===== src/drd_pkg.sv =====
// Package: result record type and protocol constants for the datagram record demultiplexer.
`default_nettype none
package drd_pkg;

    localparam logic [7:0] CHANNEL_RECORD_ID = 8'd80;
    localparam logic [7:0] CHANNEL_RESET     = 8'd90;
    localparam logic [3:0] CHANNEL_REC_LEN   = 4'd10;

    localparam logic [1:0] KIND_PAYLOAD = 2'd0;
    localparam logic [1:0] KIND_PAD     = 2'd1;
    localparam logic [1:0] KIND_EMPTY   = 2'd2;
    localparam logic [1:0] KIND_CHANNEL = 2'd3;

    typedef struct packed {
        logic [1:0] kind;
        logic [7:0] robot;
        logic [7:0] byte_val;
        logic [7:0] pad;
        logic       first;
        logic       last;
    } t_result;

    typedef struct packed {
        logic v0;
        logic v1;
    } t_push;

endpackage
`default_nettype wire


===== src/drd_parser.sv =====
// Record parser: per-byte state machine that produces up to two results per byte.
`default_nettype none
module drd_parser (
    input  wire logic             i_clk,
    input  wire logic             i_rst_n,
    input  wire logic             i_accept,
    input  wire logic [7:0]       i_data_byte,
    input  wire logic             i_datagram_last,
    output drd_pkg::t_push        o_push,
    output drd_pkg::t_result      o_res0,
    output drd_pkg::t_result      o_res1
);

    localparam logic [2:0] PH_ID        = 3'd0;
    localparam logic [2:0] PH_LEN       = 3'd1;
    localparam logic [2:0] PH_PAY_FIRST = 3'd2;
    localparam logic [2:0] PH_PAY_REST  = 3'd3;
    localparam logic [2:0] PH_CH_BODY   = 3'd4;
    localparam logic [2:0] PH_CH_SKIP   = 3'd5;

    logic [2:0] r_phase,   n_phase;
    logic [3:0] r_offset,  n_offset;
    logic [7:0] r_robot,   n_robot;
    logic [7:0] r_remain,  n_remain;
    logic [7:0] r_cand,    n_cand;
    logic [7:0] r_current, n_current;

    logic [7:0] rem_dec;
    logic [3:0] off_inc;

    always_comb begin
        rem_dec   = r_remain - 8'd1;
        off_inc   = r_offset + 4'd1;
        n_phase   = r_phase;
        n_offset  = r_offset;
        n_robot   = r_robot;
        n_remain  = r_remain;
        n_cand    = r_cand;
        n_current = r_current;
        o_push    = '{v0: 1'b0, v1: 1'b0};
        o_res0    = '0;
        o_res1    = '0;

        unique case (r_phase)
            PH_LEN: begin
                if (i_data_byte == 8'd0) begin
                    o_push.v0 = 1'b1;
                    o_res0    = '{kind: drd_pkg::KIND_EMPTY, robot: r_robot, byte_val: 8'd0,
                                  pad: 8'd0, first: 1'b1, last: 1'b1};
                    n_phase   = PH_ID;
                end else if (i_datagram_last) begin
                    o_push.v0 = 1'b1;
                    o_res0    = '{kind: drd_pkg::KIND_PAD, robot: r_robot, byte_val: 8'd0,
                                  pad: i_data_byte, first: 1'b1, last: 1'b1};
                end else begin
                    n_remain = i_data_byte;
                    n_phase  = PH_PAY_FIRST;
                end
            end
            PH_PAY_FIRST, PH_PAY_REST: begin
                n_remain  = rem_dec;
                o_push.v0 = 1'b1;
                o_res0    = '{kind: drd_pkg::KIND_PAYLOAD, robot: r_robot,
                              byte_val: i_data_byte, pad: 8'd0,
                              first: (r_phase == PH_PAY_FIRST), last: (rem_dec == 8'd0)};
                if (rem_dec == 8'd0) begin
                    n_phase = PH_ID;
                end else begin
                    n_phase = PH_PAY_REST;
                    if (i_datagram_last) begin
                        o_push.v1 = 1'b1;
                        o_res1    = '{kind: drd_pkg::KIND_PAD, robot: r_robot, byte_val: 8'd0,
                                      pad: rem_dec, first: 1'b0, last: 1'b1};
                    end
                end
            end
            PH_CH_BODY: begin
                if (r_offset == 4'd1) begin
                    n_cand = i_data_byte;
                end
                if (r_offset >= 4'd7) begin
                    if (i_data_byte == r_cand && r_cand != r_current) begin
                        n_current = r_cand;
                        o_push.v0 = 1'b1;
                        o_res0    = '{kind: drd_pkg::KIND_CHANNEL, robot: 8'd0,
                                      byte_val: r_cand, pad: 8'd0, first: 1'b0, last: 1'b0};
                    end
                    n_phase = PH_CH_SKIP;
                end
                n_offset = off_inc;
            end
            PH_CH_SKIP: begin
                n_offset = off_inc;
                if (off_inc >= drd_pkg::CHANNEL_REC_LEN) begin
                    n_phase  = PH_ID;
                    n_offset = 4'd0;
                end
            end
            default: begin
                if (i_data_byte == drd_pkg::CHANNEL_RECORD_ID) begin
                    n_phase  = PH_CH_BODY;
                    n_offset = 4'd1;
                end else begin
                    n_robot = i_data_byte;
                    n_phase = PH_LEN;
                end
            end
        endcase

        if (i_datagram_last) begin
            n_phase  = PH_ID;
            n_offset = 4'd0;
            n_remain = 8'd0;
        end

        if (!i_accept) begin
            o_push = '{v0: 1'b0, v1: 1'b0};
        end
    end

    always_ff @(posedge i_clk) begin
        if (!i_rst_n) begin
            r_phase   <= PH_ID;
            r_offset  <= 4'd0;
            r_robot   <= 8'd0;
            r_remain  <= 8'd0;
            r_cand    <= 8'd0;
            r_current <= drd_pkg::CHANNEL_RESET;
        end else if (i_accept) begin
            r_phase   <= n_phase;
            r_offset  <= n_offset;
            r_robot   <= n_robot;
            r_remain  <= n_remain;
            r_cand    <= n_cand;
            r_current <= n_current;
        end
    end

endmodule
`default_nettype wire


===== src/drd_result_queue.sv =====
// Result queue: four-entry register queue taking up to two results per cycle.
`default_nettype none
module drd_result_queue (
    input  wire logic             i_clk,
    input  wire logic             i_rst_n,
    input  wire drd_pkg::t_push   i_push,
    input  wire drd_pkg::t_result i_res0,
    input  wire drd_pkg::t_result i_res1,
    input  wire logic             i_pop,
    output logic                  o_nonempty,
    output logic                  o_full2,
    output drd_pkg::t_result      o_head
);

    drd_pkg::t_result r_entry [4];
    logic [1:0] r_wp, n_wp;
    logic [1:0] r_rp, n_rp;
    logic [2:0] r_count, n_count;
    logic [2:0] push_n;
    logic       pop_ok;
    logic [1:0] wp_next;

    assign o_nonempty = (r_count != 3'd0);
    assign o_full2    = (r_count > 3'd2);
    assign o_head     = r_entry[r_rp];
    assign pop_ok     = i_pop & o_nonempty;
    assign wp_next    = r_wp + 2'd1;

    always_comb begin
        push_n  = {2'b00, i_push.v0} + {2'b00, i_push.v1};
        n_wp    = r_wp + push_n[1:0];
        n_rp    = r_rp + {1'b0, pop_ok};
        n_count = r_count + push_n - {2'b00, pop_ok};
    end

    always_ff @(posedge i_clk) begin
        if (i_push.v0) begin
            r_entry[r_wp] <= i_res0;
        end
        if (i_push.v1) begin
            r_entry[wp_next] <= i_res1;
        end
    end

    always_ff @(posedge i_clk) begin
        if (!i_rst_n) begin
            r_wp    <= 2'd0;
            r_rp    <= 2'd0;
            r_count <= 3'd0;
        end else begin
            r_wp    <= n_wp;
            r_rp    <= n_rp;
            r_count <= n_count;
        end
    end

endmodule
`default_nettype wire


===== src/datagram_record_demultiplexer_unit.sv =====
// Top level: datagram record demultiplexer, byte stream in, tagged results out.
//
//   Channel | Direction | Handshake                | Payload
//   in      | sink      | i_in_valid / o_in_stall  | i_data_byte, i_datagram_last
//   out     | source    | o_out_valid / i_out_stall| o_result_kind, o_dest_node, o_out_byte,
//           |           |                          | o_pad_count, o_record_first, o_record_last
//
// One byte per cycle unless the input is stalled; each byte is parsed in the cycle it is taken
// and its results are registered into a four-entry queue whose head drives the output.
// A byte yields at most two results; the second only on a cut-off payload.
// The input stalls while the queue holds more than two results.
// Synchronous active-low reset clears parser state and empties the queue.
`default_nettype none
module datagram_record_demultiplexer_unit (
    input  wire logic       i_clk,
    input  wire logic       i_rst_n,
    input  wire logic       i_in_valid,
    output logic            o_in_stall,
    input  wire logic [7:0] i_data_byte,
    input  wire logic       i_datagram_last,
    output logic            o_out_valid,
    input  wire logic       i_out_stall,
    output logic [1:0]      o_result_kind,
    output logic [7:0]      o_dest_node,
    output logic [7:0]      o_out_byte,
    output logic [7:0]      o_pad_count,
    output logic            o_record_first,
    output logic            o_record_last
);

    logic             in_accept;
    logic             q_full2;
    drd_pkg::t_push   push;
    drd_pkg::t_result res0;
    drd_pkg::t_result res1;
    drd_pkg::t_result head;

    assign o_in_stall = q_full2;
    assign in_accept  = i_in_valid & ~q_full2;

    drd_parser u_parser (
        .i_clk           (i_clk),
        .i_rst_n         (i_rst_n),
        .i_accept        (in_accept),
        .i_data_byte     (i_data_byte),
        .i_datagram_last (i_datagram_last),
        .o_push          (push),
        .o_res0          (res0),
        .o_res1          (res1)
    );

    drd_result_queue u_queue (
        .i_clk      (i_clk),
        .i_rst_n    (i_rst_n),
        .i_push     (push),
        .i_res0     (res0),
        .i_res1     (res1),
        .i_pop      (~i_out_stall),
        .o_nonempty (o_out_valid),
        .o_full2    (q_full2),
        .o_head     (head)
    );

    assign o_result_kind  = head.kind;
    assign o_dest_node    = head.robot;
    assign o_out_byte     = head.byte_val;
    assign o_pad_count    = head.pad;
    assign o_record_first = head.first;
    assign o_record_last  = head.last;

endmodule
`default_nettype wire


===== config.mk =====
export PLATFORM = sky130hd
export DESIGN_NAME = datagram_record_demultiplexer_unit
export DESIGN_NICKNAME = d
export VERILOG_FILES = /design/src/drd_pkg.sv /design/src/drd_parser.sv /design/src/drd_result_queue.sv /design/src/datagram_record_demultiplexer_unit.sv
export SDC_FILE = /design/constraint.sdc
export NUM_CORES = 1
export LEC_CHECK = 0
export BUFFER_PORTS_ARGS = -buffer_cell sky130_fd_sc_hd__buf_2
export CORE_ASPECT_RATIO = 0.75
export CORE_UTILIZATION = 46
export CTS_BUF_LIST = sky130_fd_sc_hd__clkbuf_4
export DETAILED_ROUTE_END_ITERATION = 16
export PLACE_DENSITY_LB_ADDON = 0.08
export SLEW_MARGIN = 20
export SYNTH_ARGS = -nofsm -noshare
export SYNTH_HDL_FRONTEND = slang
export SYNTH_SLANG_ARGS = --single-unit

===== constraint.sdc =====
create_clock -name i_clk -period 6.62 [get_ports i_clk]
set_input_delay 0.993 -clock i_clk [delete_from_list [all_inputs] [get_ports i_clk]]
set_output_delay 0.993 -clock i_clk [all_outputs]
set_load 0.005 [all_outputs]

# Word-level counts from Yosys, hierarchy flattened
# Memory sizes are Yosys's and may differ from the RTL's. A register that Yosys moved wholly into a read port is not among the register bits.
# Index checks and enable logic that the tools add are counted.
[word_totals]
ram_bits = 112
out_inout_bits = 30
regBits = 46
in_bits = 13
mem_count = 1
[classes]
addsub = 8
n_eq_ne = 13
magnitude_cmp = 3
n_mux = 35
n_reduce_logical = 15
bitwise = 6
[memory_table]
columns = ["memory", "words", "word_bits", "rd", "rd_ports_with_merged_regs", "write_ports", "line", "text"]
rows = [
  ["u_queue.r_entry", 4, 28, 1, 1, 2, "drd_result_queue.sv:15", "drd_pkg::t_result r_entry [4];"],
]
[op_table]
columns = ["op", "n"]
rows = [
  ["$mux 28", 4],
  ["$pmux 28 s3", 1],
  ["$mux 27", 3],
  ["$logic_not 8->1", 2],
  ["$mux 8", 2],
  ["$pmux 8 s2", 1],
  ["$reduce_and 3->1", 5],
  ["$mux 3", 4],
  ["$mux 4", 3],
  ["$pmux 3 s4", 1],
  ["$pmux 4 s3", 1],
  ["$mux 1", 10],
  ["$eq 8x7->1 const B", 1],
  ["$eq 8x8->1", 1],
  ["$mux 2", 4],
  ["$ne 8x8->1", 1],
  ["$sub 8x1->8 const B", 1],
  ["$eq 3x2->1 const B", 2],
  ["$eq 3x3->1 const B", 2],
  ["$ne 3x2->1 const B", 2],
  ["$reduce_bool 3->1", 2],
  ["$reduce_or 5->1", 1],
  ["$add 4x1->4 const B", 1],
  ["$eq 4x1->1 const B", 1],
  ["20 further kinds", 24],
]

# Depth between registers and ports, before layout
# Gate-level depths: netlist of run 1.
[logic_depth]
depth_word = 9
ltp_mapped = 15

# Hierarchy
# A second synthesis of run 1 with hierarchy kept.
[unflattened]
cells_unflattened = 688
area_unflattened_um2 = 8824.7
[by_module_without_submodules]
columns = ["mod", "cells_per_inst", "area_per_inst_um2", "instances", "seq_area_each_um2"]
rows = [
  ["drd_result_queue", 315, 5918.2, 1, 3503.4],
  ["drd_parser", 371, 2889.0, 1, 780.7],
  ["datagram_record_demultiplexer_unit", 2, 17.5, 1, 0.0],
]

# Worst setup path after synthesis of run 1
# No wires, ideal clock.
[synth_path]
path_kind = "input-to-reg"
start = "in i_data_byte[4]"
end = "reg u_queue.r_count[2]"
required_time_ns = 6.505
setup_slack_ns = 2.916
stages = 13
t_arrival_ns = 3.589
n_path_buf = 1
setup_time_ns = 0.115
cell_sequence = "clkbuf_1 -> or4_1 -> o21ai_2 -> a21oi_1 -> a21oi_1 -> ha_1 -> inv_1 -> ha_1 -> inv_1 -> fa_1 -> xnor2_1 -> xnor2_1 -> and2_1"
[synth_via]
elab_chain_len = 9
[synth_lines]
columns = ["element", "line", "text"]
rows = [
  ["start: declaration", "datagram_record_demultiplexer_unit.sv:19", "input wire logic [7:0] i_data_byte,"],
  ["$eq 8x8->1", "drd_parser.sv:82", "if (i_data_byte == r_cand && r_cand != r_current) begin"],
  ["$logic_and 1x1->1", "drd_parser.sv:82", ""],
  ["$mux 1", "drd_parser.sv:82", ""],
  ["$mux 1", "drd_parser.sv:81", "if (r_offset >= 4'd7) begin"],
  ["$pmux 1 s3 (*)", "drd_parser.sv:44", "unique case (r_phase)"],
  ["$mux 2 (*)", "drd_parser.sv:116", "if (!i_accept) begin"],
  ["$add 1x1->2 (*)", "drd_result_queue.sv:30", "push_n = {2'b00, i_push.v0} + {2'b00, i_push.v1};"],
  ["$add 3x3->3 (*)", "drd_result_queue.sv:33", "n_count = r_count + push_n - {2'b00, pop_ok};"],
  ["$sub 3x1->3 (*)", "drd_result_queue.sv:33", ""],
  ["end signal: assignment", "drd_result_queue.sv:53", "r_count <= n_count;"],
  ["end: declaration", "drd_result_queue.sv:18", "logic [2:0] r_count, n_count;"],
]
# Mark *: on every way between the ends. The rest lies on a longest branch, timed or not.
# A chain may end at the register's enable or synchronous reset.

==> results of run 1 <==
[critical path: cells and delay by family, from the launching register on]
family                   cells  cell delay, ps
AO/OA/AOI/OAI                4            1700
buffers and inverters        1             690
flip-flops                   1             420
AND/OR/NAND/NOR              1             410
adder cells (fa/ha/maj)      1             210
[cell usage after synthesis (12+ instances only)]
cell	number	area, µm²
mux4_2	28	631
inv_1	12	45.0
dfxtp_1	86	1720
o21ai_0	19	95.1
a21oi_1	14	70.1
a22o_1	20	175
clkbuf_1	26	97.6
nand2_1	34	128
mux2i_1	56	561
nor2_1	43	161
nor2b_1	68	425
edfxtp_1	72	2160
xnor2_1	18	158
o22ai_1	31	194
[metrics by stage]
| step | total power [mW] | cells |
|---|---|---|
| floorplan | 1.37 | 663 |
| global placement | 1.50 | 876 |
| detailed placement | 1.50 | 876 |
| CTS | 2.08 | 908 |
| global route | 2.17 | 908 |
| finish | 2.06 | 908 |
[cell type report]
type                       count  area [µm²]  share of cell area
sequential                   158        3890               0.466
multi-input combinational    448        3600               0.432
tap                          210         263              0.0315
timing repair buffer          48         255              0.0306
clock buffer                  20         150              0.0180
clock inverter                12         135              0.0162
inverter                      12        45.0             0.00540
[flip-flops by register name, indices dropped and copies added, names as in the netlist]
name / flops
u_queue.r_entry: 112
u_parser.r_cand: 8
u_parser.r_current: 8
u_parser.r_remain: 8
u_parser.r_robot: 8
u_parser.r_offset: 4
u_parser.r_phase: 3
u_queue.r_count: 3
u_queue.r_rp: 2
u_queue.r_wp: 2
[power breakdown]
part / switching [mW] / internal, mW / total (mW) / leakage (nW)
registers: 0.0768 / 1.04 / 1.11 / 1.40
clock network: 0.348 / 0.239 / 0.587 / 0.149
logic: 0.169 / 0.195 / 0.364 / 1.63
[worst min-delay path by stage]
stage                                 from                     end  slack, ps  cells after the start
floorplan            u_queue.r_entry[0][1]   u_queue.r_entry[0][1]        440                      1
global route         u_parser.r_current[6]   u_parser.r_current[6]        520                      2
detailed placement  u_queue.r_entry[0][13]  u_queue.r_entry[0][13]        480                      1
CTS                   u_parser.r_offset[1]    u_parser.r_offset[1]        500                      2
global placement    u_queue.r_entry[3][12]  u_queue.r_entry[3][12]        470                      2
finish                u_parser.r_offset[1]    u_parser.r_offset[1]        500                      2
[metal layers]
layer  GRT usage  wire (µm)  vias to the layer above
met2       0.348       8460                      169
li1            -          -                     2512
met1       0.360       9530                     2548
met5           0          0                        -
met3      0.0486       1070                       14
met4      0.0513        171                        0
[cells in the final DEF (no fill, tap or decap), drive strengths merged, types with 11 or more instances in the layout]
cell | synthesis | routed
o21ai | 22 | 22
o22ai | 31 | 31
nor2 | 44 | 44
nor2b | 68 | 68
buf | 19 | 48
clkbuf | 26 | 20
nand2 | 34 | 34
a22o | 21 | 21
xnor2 | 18 | 18
inv | 12 | 15
and2 | 11 | 11
mux2i | 56 | 56
edfxtp | 72 | 72
dfxtp | 86 | 86
mux4 | 28 | 28
a21oi | 15 | 15
[logic make-up (layout without fill, tap and decap cells)]
logic type | after synthesis | in the layout | share of synthesized area
buffers and inverters | 57 | 92 | 0.0323
flip-flops | 158 | 158 | 0.504
multiplexers | 84 | 84 | 0.155
adder cells (fa/ha/maj) | 11 | 11 | 0.0188
AO/OA/AOI/OAI | 125 | 125 | 0.112
XOR/XNOR | 28 | 28 | 0.0318
AND/OR/NAND/NOR | 200 | 200 | 0.146
==> results by group, run 1 <==
Status
  – Outcome: complete, no violations

Placed design
  – Placed inst area: 8040 µm²
  – Port bufs: 42
  – Post-place setup slack: 1980 ps
  – HPWL Detailed: 13200 µm
  – Routability congestion estimate from global placement: 0.874

Clock tree
  – CTS Hold Bufs: 0
  – CTS clock-pin slew for the worst setup and hold paths: 130 ps
  – Max Root-Sink Buffers: 2
  – Number of H-tree levels: 4
  – Setup bufs post-CTS: 0
  – Clock root cell: clkbuf_4
  – Clock sinks: 158
  – CTS Buf Count: 17
  – CTS tree: done
  – Clock latency on the worst-skew pair: 560 ps
  – Post-CTS resize count: 0

Die
  – Rows: 40
  – Die Footprint: 17300 µm²
  – Die Y: 114 µm
  – Initial Util: 0.475
  – Die width: 151 µm
  – Core area: 16200 µm²
  – I/O Pins: 43

Detailed routing
  – Final wirelength: 19200 µm
  – DRT Pass-1 Iters: 5
  – Via density: 5.77
  – # DRC: 0
  – Final ANT Viol Nets: 0
  – Drt first-iter violations: 556
  – Avg WL per Cell: 21.2 µm
  – Vias: 5243

Final layout
  – Area Overhead vs Synth: 8.23%
  – Layout cells sized above 1: 0.188
  – Antenna Diode Count: 0
  – Final Cell Area: 8340 µm²
  – Final Util: 0.514
  – Fillers: 1477
  – Layout net count: 709

Setup path
  – R2R Setup Slk: 2820 ps
  – Slowest CP cell: a2111oi_4
  – Worst Setup SP: u_parser.r_offset[0]
  – Crit path DAT: 4000 ps
  – Max stage delay on crit path: 800 ps
  – Cell chain of the critical path: ha_1 > a21oi_1 > nor4_1 > o2111ai_1 > a2111oi_4 > a31oi_1 > inv_1
  – Worst reg2reg path depth: 7
  – Startpoint Class: flop
  – Setup crit end kind: flop
  – Req. time, crit path: 6820 ps
  – Setup Crit Path Kind: flop to flop
  – R2r startpoint: u_parser.r_offset[0]
  – Crit path to: u_queue.r_entry[0][19]
  – Peak fanout along the critical path: 18
  – R2R Path End: u_queue.r_entry[0][19]

Timing
  – Fin. Hold Viols: 0
  – Fin. max-slew vios: 0
  – Layout Skew: 25.0 ps
  – Worst Max-Slew Pin Slew: 1060 ps
  – Relative slew margins: 0.292
  – Setup-failing EPs final: 0
  – Achievable Freq: 0.263 GHz
  – Final worst slack: 2820 ps
  – RSZ-0062 raised after global routing: false
  – Period utilisation layout: 0.574
  – Final min period: 3800 ps
  – WHS: 499 ps
  – Sum of negative setup slack: 0 ps

Synthesis
  – Number of synthesized flops with an enable pin: 72
  – Mapped Area: 7700 µm²
  – Seq/Total Area, Yosys: 0.504
  – Asr flop ratio synth: 0
  – Top FF cell, synth: dfxtp_1
  – FF+latch count, synth: 158
  – Syn avg cell area: 11.6 µm²
  – Yosys warning count: 0
  – Synth cell types: 68
  – Number of cells produced by synthesis: 663
  – Synth Net Count: 687

Global route
  – GRT Util Overall: 0.238
  – Pin count of the biggest net entering global routing: 47
  – Vias in the first global route: 5048
  – Initial antenna violation count: 0
  – First-pass GRT wire length: 30000 µm
  – Global route overflow: 0

Power
  – PD cells: 248 nW/µm²
  – Lkg Pwr: 3.18 nW
  – Peak supply drop: 0.0989 mV

Run
  – Max Cap Viol: 0

Min path
  – Hold WC Path Type: flop to flop
Power figures use the tool's default switching activity.
==> run 2: changes to the inputs <==
- clock period: 6.62 -> 3.7 ns (I/O delays scaled with it)
==> run 2 against run 1 <==
Compared with the run above:
- utilization up 1.2 points
- critical path depth up 7
- routed wire length up 2.7%
- fmax up 12%
- first-iteration DRC count up 8.6%
- sequential cell count unchanged
- non-clock buffer count up 26
- clock-buffer cell count down 1
- register-to-register slack worse by 2500 ps
- hold slack worse by 130 ps
- clock skew down 3.8 ps
- cell area up 2.4%
- largest cell class unchanged
- highest routed layer unchanged
==> results by group, run 2 (synthesized netlist as in run 1, its figures left out) <==
Global route
  – GRT Util Overall: 0.245
  – Initial antenna violation count: 0
  – Global route overflow: 0
  – Vias in the first global route: 5390
  – Pin count of the biggest net entering global routing: 47
  – First-pass GRT wire length: 30700 µm

Timing
  – Worst Max-Slew Pin Slew: 864 ps
  – Fin. Hold Viols: 0
  – RSZ-0062 raised after global routing: false
  – Sum of negative setup slack: 0 ps
  – Relative slew margins: 0.421
  – Achievable Freq: 0.294 GHz
  – Layout Skew: 21.1 ps
  – Period utilisation layout: 0.920
  – Final worst slack: 298 ps
  – Final min period: 3400 ps
  – Setup-failing EPs final: 0
  – Fin. max-slew vios: 0

Detailed routing
  – Final wirelength: 19800 µm
  – Avg WL per Cell: 21.2 µm
  – DRT Pass-1 Iters: 5
  – Via density: 5.90
  – Final ANT Viol Nets: 0
  – Vias: 5514
  – Drt first-iter violations: 604
  – # DRC: 0

Final layout
  – Commonest non-fill, non-tap cells in the layout: dfxtp_1 (85), edfxtp_1 (72), nor2b_1 (68)
  – Most flops, register: u_queue.r_entry
  – Layout cells sized above 1: 0.215
  – Area Overhead vs Synth: 10.8%
  – Fillers: 1462
  – Max reg flops: 112
  – Layout net count: 735
  – Commonest non-fill, non-tap cell in the layout: dfxtp_1
  – Antenna Diode Count: 0

Die
  – Die Footprint: 17300 µm²
  – Initial Util: 0.475
  – Rows: 40
  – Die width: 151 µm
  – I/O Pins: 43
  – Core area: 16200 µm²
  – Die Y: 114 µm

Clock tree
  – Setup bufs post-CTS: 0
  – CTS Hold Bufs: 0
  – CTS clock-pin slew for the worst setup and hold paths: 140 ps
  – Max Root-Sink Buffers: 2
  – Clock sinks: 158
  – Clock root cell: clkbuf_4
  – CTS tree: done
  – Clock latency on the worst-skew pair: 570 ps
  – Number of H-tree levels: 4
  – Post-CTS resize count: 0
  – CTS Buf Count: 17

Power
  – PD cells: 448 nW/µm²
  – Lkg Pwr: 3.33 nW
  – Peak supply drop: 0.234 mV

Min path
  – Min-Delay Path Depth: 3
  – Hold WC Path Type: input port to flop

Setup path
  – Peak fanout along the critical path: 10
  – R2R Setup Slk: 300 ps
  – Setup Crit Path Kind: flop to flop
  – Setup crit end kind: flop
  – Crit path DAT: 3890 ps
  – Req. time, crit path: 4190 ps
  – Startpoint Class: flop
  – Worst reg2reg path depth: 14

Placed design
  – Port bufs: 42
  – Routability congestion estimate from global placement: 0.879
  – HPWL Detailed: 13900 µm
  – Post-place setup slack: 241 ps

Status
  – Outcome: complete, no violations

Run
  – Max Cap Viol: 0
## run 2: cell count changes in the layout (fill, tap and decap cells not counted), sizes merged
| cell | before | now |
|---|---|---|
| buf | 48 | 74 |
| inv | 15 | 18 |
| clkinvlp | 3 | 0 |
| clkbuf | 20 | 19 |
| bufinv | 2 | 3 |
## run 2: routing by layer
metal / global-route usage / routed length, µm / vias to the layer above
li1: - / - / 2558
met1: 0.355 / 9350 / 2732
met2: 0.370 / 8960 / 200
met3: 0.0526 / 1220 / 24
met4: 0.0647 / 230 / 0
met5: 0 / 0 / -
## run 2: path summary, 6_finish.rpt
kind                          start                endpoint
max            u_parser.r_remain[0]      u_queue.r_count[2]
min                  i_data_byte[2]      u_parser.r_cand[2]
max reg2reg    u_parser.r_remain[0]      u_queue.r_count[2]
min reg2reg  u_queue.r_entry[0][10]  u_queue.r_entry[0][10]
## run 2: through the flow
step / util / std cells / area, µm² / power, mW / hold WS, ps
floorplan: - / 663 / 7700 / 2.46 / 444
global placement: 0.507 / 902 / 8230 / 2.72 / 456
detailed placement: 0.507 / 902 / 8230 / 2.73 / 462
CTS: 0.526 / 934 / 8530 / 3.85 / 328
global route: 0.526 / 934 / 8530 / 4.00 / 317
finish: 0.526 / 934 / 8530 / 3.82 / 366
## run 2: worst max-delay path, stage by stage (launching register included)
cell	delay [ps]
dfxtp_1	540
inv_1	120
ha_1	290
xor2_1	210
nor4b_1	80
and4b_1	260
a21oi_2	330
ha_1	260
inv_1	60
ha_1	270
inv_1	50
fa_1	430
xnor2_1	210
xnor2_1	80
and2_1	150
## run 2: cell type report
type | instances | area [µm²] | share of cell area
inverter | 12 | 45.0 | 0.00528
multi-input combinational | 448 | 3580 | 0.420
sequential | 158 | 3880 | 0.455
tap | 210 | 263 | 0.0308
timing repair buffer | 74 | 450 | 0.0528
clock buffer | 19 | 143 | 0.0167
clock inverter | 13 | 164 | 0.0192
## run 2: power breakdown
group          total [mW]  internal (mW)  switching, mW
registers            1.93           1.85         0.0738
logic               0.754          0.379          0.375
clock network        1.14          0.491          0.649
total                3.82           2.72           1.10
